`src/hdl/assert_macros.svh`:
```
`ifndef ASSERT_MACROS_SVH
`define ASSERT_MACROS_SVH

// Property checked on the rising edge, skipped while reset is low.
`define ASSERT_AT(lbl, clk, rstn, prop, msg) \
    lbl: assert property (@(posedge clk) disable iff (!rstn) (prop)) else $error(msg);

// Property checked on every rising edge, reset included.
`define ASSERT_ALWAYS(lbl, clk, prop, msg) \
    lbl: assert property (@(posedge clk) (prop)) else $error(msg);

`endif

```
`src/hdl/ilfsa_pkg.sv`:
```
package ilfsa_pkg;

    localparam int NUM_SLOTS  = 64;
    localparam int TIME_BITS  = 32;

    // Port field widths (fixed by the item format)
    localparam int START_W    = 32;
    localparam int END_W      = 32;
    localparam int GRANT_W    = 6;
    localparam int BUSY_W     = 7;
    localparam int S_DATA_W   = 64;
    localparam int M_DATA_W   = 16;

    localparam int SLOT_IDX_W = (NUM_SLOTS > 1) ? $clog2(NUM_SLOTS) : 1;
    localparam int CNT_W      = $clog2(NUM_SLOTS + 1);

    // Busy-count tree: groups of eight slots counted, then the group sums added
    localparam int GRP_SIZE   = 8;
    localparam int NUM_GRPS   = (NUM_SLOTS + GRP_SIZE - 1) / GRP_SIZE;
    localparam int GRP_CNT_W  = $clog2(GRP_SIZE + 1);
    localparam int PAD_SLOTS  = NUM_GRPS * GRP_SIZE;

    typedef logic [TIME_BITS-1:0]  t_time;
    typedef logic [SLOT_IDX_W-1:0] t_slot_idx;
    typedef logic [NUM_SLOTS-1:0]  t_slot_vec;
    typedef logic [CNT_W-1:0]      t_cnt;
    typedef logic [GRP_CNT_W-1:0]  t_grp_cnt;

endpackage

```
`src/hdl/interval_lowest_free_slot_allocator_top.sv`:
```
// Interval lowest-free-slot allocator.
//
// Input stream (s_axis): one interval per transfer; tdata carries start_time
// and end_time, tuser the new_batch flag. Intervals are expected in order of
// non-decreasing start. Output stream (m_axis): exactly one result per
// interval, in order: the granted slot, the busy-slot count after the step and
// a no_free_slot flag in tuser.
//
// Each interval frees every busy slot whose stored end lies strictly below its
// start (all slots when new_batch is set), then claims the lowest free slot.
// Stages: A input register, B grant, C per-group busy counts, D output
// register. Throughput is one interval per cycle while m_axis does not
// stall: the slot update is a combinational compare of all 64 stored ends plus
// a priority encoder, and the busy count runs two pipeline stages behind it.
//
// Reset (synchronous, active low) marks all slots free and empties the
// pipeline. When the receiver stalls, results stay in the pipeline; inputs
// keep being taken until every stage is occupied, then s_axis_tready drops.
module interval_lowest_free_slot_allocator_top
    import ilfsa_pkg::*;
(
    input  logic                i_clk,
    input  logic                i_rst_n,
    // input intervals
    input  logic                i_s_axis_tvalid,
    output logic                o_s_axis_tready,
    input  logic [S_DATA_W-1:0] i_s_axis_tdata,   // [31:0] start_time, [63:32] end_time
    input  logic                i_s_axis_tuser,   // [0] new_batch
    // results
    output logic                o_m_axis_tvalid,
    input  logic                i_m_axis_tready,
    output logic [M_DATA_W-1:0] o_m_axis_tdata,   // [5:0] granted_slot, [12:6] slots_busy,
                                                  // [15:13] zero
    output logic                o_m_axis_tuser    // [0] no_free_slot
);

`include "assert_macros.svh"

    // ---------------- slot state ----------------
    t_slot_vec r_busy;
    t_time     r_end [NUM_SLOTS];

    // ---------------- stage A: input register ----------------
    logic      r_a_valid;
    t_time     r_a_start;
    t_time     r_a_end;
    logic      r_a_batch;

    // ---------------- stage B: grant result ----------------
    logic      r_b_valid;
    t_slot_idx r_b_pick;
    logic      r_b_nofree;

    // ---------------- stage C: per-group busy counts ----------------
    logic      r_c_valid;
    t_slot_idx r_c_pick;
    logic      r_c_nofree;
    t_grp_cnt  r_c_grp [NUM_GRPS];

    // ---------------- stage D: output register ----------------
    logic      r_d_valid;
    t_slot_idx r_d_pick;
    logic      r_d_nofree;
    t_cnt      r_d_cnt;

    // Each stage takes new data when it is empty or its content moves on
    logic rdy_a, rdy_b, rdy_c, rdy_d;
    logic adv_in, adv_a, adv_b, adv_c;

    assign rdy_d  = !r_d_valid || i_m_axis_tready;
    assign rdy_c  = !r_c_valid || rdy_d;
    assign rdy_b  = !r_b_valid || rdy_c;
    assign rdy_a  = !r_a_valid || rdy_b;

    assign adv_in = i_s_axis_tvalid && rdy_a;
    assign adv_a  = r_a_valid && rdy_b;
    assign adv_b  = r_b_valid && rdy_c;
    assign adv_c  = r_c_valid && rdy_d;

    assign o_s_axis_tready = rdy_a;

    // ---------------- release and grant ----------------
    t_slot_vec keep;
    t_slot_vec n_busy;
    t_slot_idx pick;
    logic      found;

    always_comb begin
        // slot stays busy unless the batch restarts or its end fell behind start
        for (int i = 0; i < NUM_SLOTS; i++) begin
            keep[i] = r_busy[i] && !r_a_batch && !(r_end[i] < r_a_start);
        end
        // lowest free slot wins
        pick  = '0;
        found = 1'b0;
        for (int i = NUM_SLOTS - 1; i >= 0; i--) begin
            if (!keep[i]) begin
                pick  = SLOT_IDX_W'(i);
                found = 1'b1;
            end
        end
        n_busy = keep;
        if (found) begin
            n_busy[pick] = 1'b1;
        end
    end

    always_ff @(posedge i_clk) begin
        if (!i_rst_n) begin
            r_busy <= '0;
        end else if (adv_a) begin
            r_busy <= n_busy;
        end
    end

    // stored ends: the compare result counts only for entries with their busy bit set
    always_ff @(posedge i_clk) begin
        if (adv_a && found) begin
            r_end[pick] <= r_a_end;
        end
    end

    // ---------------- group counts ----------------
    // r_busy holds the state left by the item in stage B whenever B is valid.
    logic [PAD_SLOTS-1:0] busy_pad;
    t_grp_cnt             grp_cnt [NUM_GRPS];

    assign busy_pad = PAD_SLOTS'(r_busy);

    always_comb begin
        for (int g = 0; g < NUM_GRPS; g++) begin
            grp_cnt[g] = '0;
            for (int k = 0; k < GRP_SIZE; k++) begin
                grp_cnt[g] = grp_cnt[g] + GRP_CNT_W'(busy_pad[g*GRP_SIZE + k]);
            end
        end
    end

    t_cnt cnt_sum;

    always_comb begin
        cnt_sum = '0;
        for (int g = 0; g < NUM_GRPS; g++) begin
            cnt_sum = cnt_sum + CNT_W'(r_c_grp[g]);
        end
    end

    // ---------------- pipeline valids ----------------
    always_ff @(posedge i_clk) begin
        if (!i_rst_n) begin
            r_a_valid <= 1'b0;
            r_b_valid <= 1'b0;
            r_c_valid <= 1'b0;
            r_d_valid <= 1'b0;
        end else begin
            if (rdy_a) begin
                r_a_valid <= i_s_axis_tvalid;
            end
            if (rdy_b) begin
                r_b_valid <= r_a_valid;
            end
            if (rdy_c) begin
                r_c_valid <= r_b_valid;
            end
            if (rdy_d) begin
                r_d_valid <= r_c_valid;
            end
        end
    end

    // ---------------- pipeline payload ----------------
    always_ff @(posedge i_clk) begin
        if (adv_in) begin
            r_a_start <= TIME_BITS'(i_s_axis_tdata[START_W-1:0]);
            r_a_end   <= TIME_BITS'(i_s_axis_tdata[START_W +: END_W]);
            r_a_batch <= i_s_axis_tuser;
        end
        if (adv_a) begin
            r_b_pick   <= pick;
            r_b_nofree <= !found;
        end
        if (adv_b) begin
            r_c_pick   <= r_b_pick;
            r_c_nofree <= r_b_nofree;
            r_c_grp    <= grp_cnt;
        end
        if (adv_c) begin
            r_d_pick   <= r_c_pick;
            r_d_nofree <= r_c_nofree;
            r_d_cnt    <= cnt_sum;
        end
    end

    // ---------------- outputs ----------------
    assign o_m_axis_tvalid = r_d_valid;
    assign o_m_axis_tuser  = r_d_nofree;
    assign o_m_axis_tdata  = {(M_DATA_W - GRANT_W - BUSY_W)'(0),
                              BUSY_W'(r_d_cnt),
                              GRANT_W'(r_d_pick)};

    // ---------------- assertions ----------------
    `ASSERT_AT(a_grant_is_busy, i_clk, i_rst_n,
        (r_b_valid && !r_b_nofree) |-> r_busy[r_b_pick],
        "granted slot not marked busy")

    `ASSERT_AT(a_overflow_all_busy, i_clk, i_rst_n,
        (r_b_valid && r_b_nofree) |-> (&r_busy),
        "overflow reported while a slot is free")

    `ASSERT_AT(a_overflow_full_count, i_clk, i_rst_n,
        (r_d_valid && r_d_nofree) |-> (r_d_cnt == CNT_W'(NUM_SLOTS)),
        "overflow result with busy count below slot total")

    `ASSERT_ALWAYS(a_reset_clears, i_clk,
        !i_rst_n |=> (r_busy == '0 && !r_a_valid && !r_d_valid),
        "reset did not free slots or empty pipeline")

endmodule

```
`config.mk`:
```
export PLATFORM = sky130hd
export DESIGN_NAME = interval_lowest_free_slot_allocator_top
export DESIGN_NICKNAME = d
export VERILOG_FILES = /design/src/hdl/ilfsa_pkg.sv /design/src/hdl/interval_lowest_free_slot_allocator_top.sv
export VERILOG_INCLUDE_DIRS = /design/src /design/src/hdl
export SDC_FILE = /design/constraint.sdc
export NUM_CORES = 2
export LEC_CHECK = 0
export ABC_AREA = 1
export BUFFER_PORTS_ARGS = -buffer_cell sky130_fd_sc_hd__buf_2
export CORE_MARGIN = 2
export CORE_UTILIZATION = 44
export DETAILED_ROUTE_END_ITERATION = 7
export HOLD_SLACK_MARGIN = 0.06
export PLACE_DENSITY = 0.69
export SLEW_MARGIN = 0
export SYNTH_ARGS = -nofsm -noshare
export SYNTH_HDL_FRONTEND = slang
export SYNTH_SLANG_ARGS = --single-unit
```
`constraint.sdc`:
```
create_clock -name i_clk -period 22.3 [get_ports i_clk]
set_clock_uncertainty 0.05 [all_clocks]
set_input_delay 4.46 -clock i_clk [delete_from_list [all_inputs] [get_ports i_clk]]
set_output_delay 4.46 -clock i_clk [all_outputs]
set_load 0.02 [all_outputs]
```
---- Word-level counts from Yosys, hierarchy flattened ----
Memory sizes are Yosys's and may differ from the RTL's.
Index checks and enable logic that the tools add are counted.
word-level totals
  bits in registers ....................... 193
  bits in writable memories ............... 2048
  bits of input ports ..................... 69
  logic and storage cells ................. 495
  memories kept ........................... 1
operators by class
  add/subtract/negate cells ............... 63
  order comparisons ....................... 66
  multiplexer cells ....................... 133
  bitwise gates (word level) .............. 1
  reduce and logical (&&, ||, !) cells .... 208
memories
  memory  depth  bits a word  rd ports  clocked after Yosys merged registers in  wr ports  RTL line                                       text
  r_end   64     32           64        0                                        1         interval_lowest_free_slot_allocator_top.sv:41  t_time r_end [NUM_SLOTS];
operators by type and width
  operator            number
  $lt 32x32->1        64
  $mux 6              64
  $logic_and 1x1->1   134
  $add 4x1->4         32
  $logic_not 1->1     70
  $mux 1              67
  $mux 64             1
  $or 64x64->64       1
  $add 3x1->4         8
  $add 7x4->7         4
  $add 2x1->3         8
  $add 1x1->2         8
  $add 6x4->7         1
  $lt 6x7->1 const B  1
  $add 5x4->6         1
  $demux 1 s6         1
  $ge 6x1->1 const B  1
  $add 4x4->5         1
  $logic_or 1x1->1    4

---- Logic depth before layout (Yosys ltp) ----
An unclocked memory read counts as a cell.
  word-level depth ........................ 74
  gate-level depth with buffers ........... 79
  gate-level depth less buffers ........... 79

---- Least setup slack after synthesis ----
OpenSTA, ideal clock, no wires.
  kind .................................... input to output
  from .................................... in i_m_axis_tready
  to ...................................... out o_s_axis_tready
  data arrival time ....................... 5.124 ns
  data required time ...................... 17.790 ns
  setup slack ............................. 12.666 ns
  stages .................................. 8
  path buffers ............................ 0
  cells stage by stage .................... nor2_1 > inv_1 > nor2_1 > inv_1 > nor2_1 > inv_1 > nor2_1 > inv_1
between the ends
  cells in the longest elaborated chain, start to end .. 4
RTL lines
  item                RTL line                                       text
  start: declaration  interval_lowest_free_slot_allocator_top.sv:31  input logic i_m_axis_tready,
  $logic_or 1x1->1    interval_lowest_free_slot_allocator_top.sv:70  assign rdy_d = !r_d_valid || i_m_axis_tready;
  $logic_or 1x1->1    interval_lowest_free_slot_allocator_top.sv:71  assign rdy_c = !r_c_valid || rdy_d;
  $logic_or 1x1->1    interval_lowest_free_slot_allocator_top.sv:72  assign rdy_b = !r_b_valid || rdy_c;
  $logic_or 1x1->1    interval_lowest_free_slot_allocator_top.sv:73  assign rdy_a = !r_a_valid || rdy_b;
  end: declaration    interval_lowest_free_slot_allocator_top.sv:26  output logic o_s_axis_tready,
No other way between the ends.

---- Worst setup path in the final report ----
Same ends and word-level chain as after synthesis.

==> results by group <==
Run status
  • Status: finished clean

Die
  • Core box area: 0.256 mm^2
  • Die area: 0.261 mm^2
  • Chip height: ~510 um
  • IO Count: 88
  • Starting Density: between 40% and 50%
  • Row cnt: 186
  • DIE WIDTH: roughly 510 um

Worst setup path
  • Top Family by Delay on Critical Path: buffers and inverters
  • Crit path DAT: approximately 5800 ps
  • Critical Setup Path Class: in2out
  • Startpoint types: primary input
  • Largest fanout on the critical path: 3
  • Crit-path cells: buf_2 -> nor2_1 -> inv_1 -> nor2_1 -> inv_1 -> nor2_1 -> inv_1 -> nor2_1 -> inv_1 -> buf_2
  • Worst r2r src: r_a_start[19]
  • Req. time, crit path: between 15000 and 20000 ps
  • Crit path largest cell delay: about 230 ps
  • CP endpoint kind: primary output
  • CP max stage cell: nor2_1
  • Critical Path Start: i_m_axis_tready
  • Critical path buffer and inverter count: 6

CTS
  • Clk pin slew, worst setup/hold paths: 60 ps
  • CTS tree: done
  • CTS resizes: 0
  • Clock Latency Late Sink: roughly 900 ps
  • Post-CTS setup repair buffer count: 0
  • Clock Tree Buf Depth: 3
  • TritonCTS Sinks: 2241
  • Clock Tree Root: clkbuf_16
  • H-tree depth: 4
  • Post-CTS Hold Fix Bufs: 0
  • TritonCTS Buffers: 227

Synth
  • Synth Area per Inst: 13.5 um^2
  • Number of warnings issued by yosys: 0
  • Register area share after synthesis: 58.9%
  • Post-Synthesis Cells: 8370
  • Predominant post-synthesis flop cell: edfxtp_1
  • Synth unique cells: 55
  • Post-synth top area share: between 50 and 60%
  • Top post-synthesis cells by area: edfxtp_1 (58%), ha_1 (22%), a21oi_1 (4.3%)
  • Cell Area, Synth: 0.113 mm^2
  • Post-synth ARST share: 0%
  • EDFF count, synth: 2173
  • Cell accounting for the most synthesized area: edfxtp_1
  • #FFs+latches synth: 2241

Drt
  • TritonRoute pass-1 iters: 6
  • ANT nets after route: 0
  • Routed wire per std cell: about 25 um
  • Vias/cell: 5.97
  • Via count: 74100
  • 1st-iter DRT viols: roughly 8400
  • Total Wirelength: 315000 um
  • DR DRC count: 0

STA
  • Fin. max-slew vios: 0
  • Fmax: ~97 MHz
  • Min Clock Period, post-route: 10260 ps
  • Tightest Pin Transition: between 1000 and 1500 ps
  • Setup-failing EPs final: 0
  • Slew margin rel.: 10.3%
  • Hold Fails Final Rpt: 0
  • Unrepaired setup endpoints after global routing: no
  • Period utilization: 46.0%
  • Final setup TNS: 0 ps

GRT
  • Gr usage total: approximately a quarter
  • GR Overflow Total: 0
  • Maximum number of pins on one net before global-route repair: 68
  • Initial antenna violation count: 34
  • Vias in the first global route: 74400
  • First-pass GRT wire length: 464000 um

Layout
  • Share of layout cells above drive strength 1: 7.32%
  • Area grow syn2layout: 12.0%
  • Layout net count: ~11000
  • Register area: 0.0666 mm^2
  • Core Util, Final: 49.4%
  • Multi-input logic area: 0.0446 mm^2
  • Filler cell count: 21300

Job
  • Max-cap viol count: 0

Power and ir drop
  • Peak supply drop: 0.100 mV
  • Power per cell area: 72.5 mW/mm^2
  • Leakage Power: a little under 50 nW

Placed design
  • Port-buffer cells: 84
  • DP HPWL: 198000 um
  • Global placement routability congestion: 0.949

Worst hold path
  • Min-delay src: r_c_pick[1]
  • Min-Delay Path Class: reg2reg
-- layout by cell type, fill, tap and decap left out, types with 68 or more instances in the layout --
cell and count:
o21a_1 80, buf_2 84, nand3_1 194, nand2_1 936
a211oi_1 86, clkbuf_16 230, ha_1 2015, a21oi_1 961
edfxtp_1 2173, nor3_1 118, nand4_1 229, o21ai_0 178
nor2_1 339, dfxtp_1 68, inv_1 411, buf_4 177
o211ai_1 114
-- worst register-to-register path: cells and delay by family (launching register included) --
kind / cells / cell delay (ps)
compound gates: 5 / 820
fa+ha+maj: 1 / 370
buf+inv: 4 / 1690
flops: 1 / 410
simple gates: 62 / 5900
-- metrics by stage --
step	power (mW)	instances	worst slack, ps	instance area, um^2	hold slack (ps)
finish	9.18	12400	12040	127000	368
detailed placement	5.41	12000	12070	119000	355
CTS	9.21	12400	12060	127000	369
global placement	5.37	12000	11930	119000	355
floorplan	5.09	8372	12670	113000	350
global route	9.44	12400	11950	127000	407
-- routing by layer --
metal  track usage [%]  vias to the layer above  routed length (um)
met5                 0                        -                  63
met4              9.24                       10               12600
met3              3.90                      712               29800
met2              38.5                     3474              145000
met1              31.9                    36700              128000
li1                  -                    33200                   -
-- cells by family (layout without fill, tap and decap cells) --
group / Yosys count / count (layout) / synth area share, %
and+or+nand+nor: 1869 / 1869 / 7.15
AOI/OAI and AO/OA: 1691 / 1691 / 8.88
DFF: 2241 / 2241 / 58.9
buffers and inverters: 488 / 1137 / 1.68
adders and majority gates: 2070 / 2070 / 23.3
other: 1 / 9 / 0.00332
xor gates and xnor gates: 10 / 10 / 0.0775
-- cell usage after synthesis (68+ instances only) --
cell type,number
ha_1,2015
nand4_1,229
a211oi_1,86
nand2_1,937
inv_1,443
nor2_1,360
nor3_1,119
o211ai_1,114
edfxtp_1,2173
a21oi_1,961
nand3_1,194
o21a_1,80
dfxtp_1,68
o21ai_0,178
-- power by group --
group / leakage, nW / internal (mW) / total [mW] / switching (mW)
Combinational: 25.7 / 0.197 / 0.690 / 0.493
Sequential: 20.2 / 4.63 / 4.64 / 0.0106
Clock: 3.62 / 2.21 / 3.85 / 1.65
Total: 49.6 / 7.03 / 9.18 / 2.15
-- area by class of cell --
type / count / area share [%]
multi-input cells: 5643 / 35.2
clock buffers: 297 / 4.78
well taps: 3384 / 3.34
clock inverters: 124 / 1.10
flip-flops and latches: 2241 / 52.6
diodes: 6 / 0.0119
repair buffers: 270 / 1.52
inverters: 446 / 1.39
-- flip-flops by register name, summed over array words and instances, names as in the netlist, 6 cells and up --
name / count
r_a_start: 32
r_d_cnt: 7
r_b_pick: 6
r_end: 2048
r_c_pick: 6
r_d_pick: 6
r_a_end: 32
r_c_grp: 32
busy_pad: 64
-- worst paths after layout --
kind | endpoint | slack [ps] | cells after the start
setup / recovery | o_s_axis_tready | 12040 | 10
hold / removal | r_d_pick[1] | 370 | 0
setup reg to reg | r_end[54][3] | 12680 | 72
hold reg to reg | r_d_pick[1] | 370 | 0
Power figures use the tool's default switching activity.
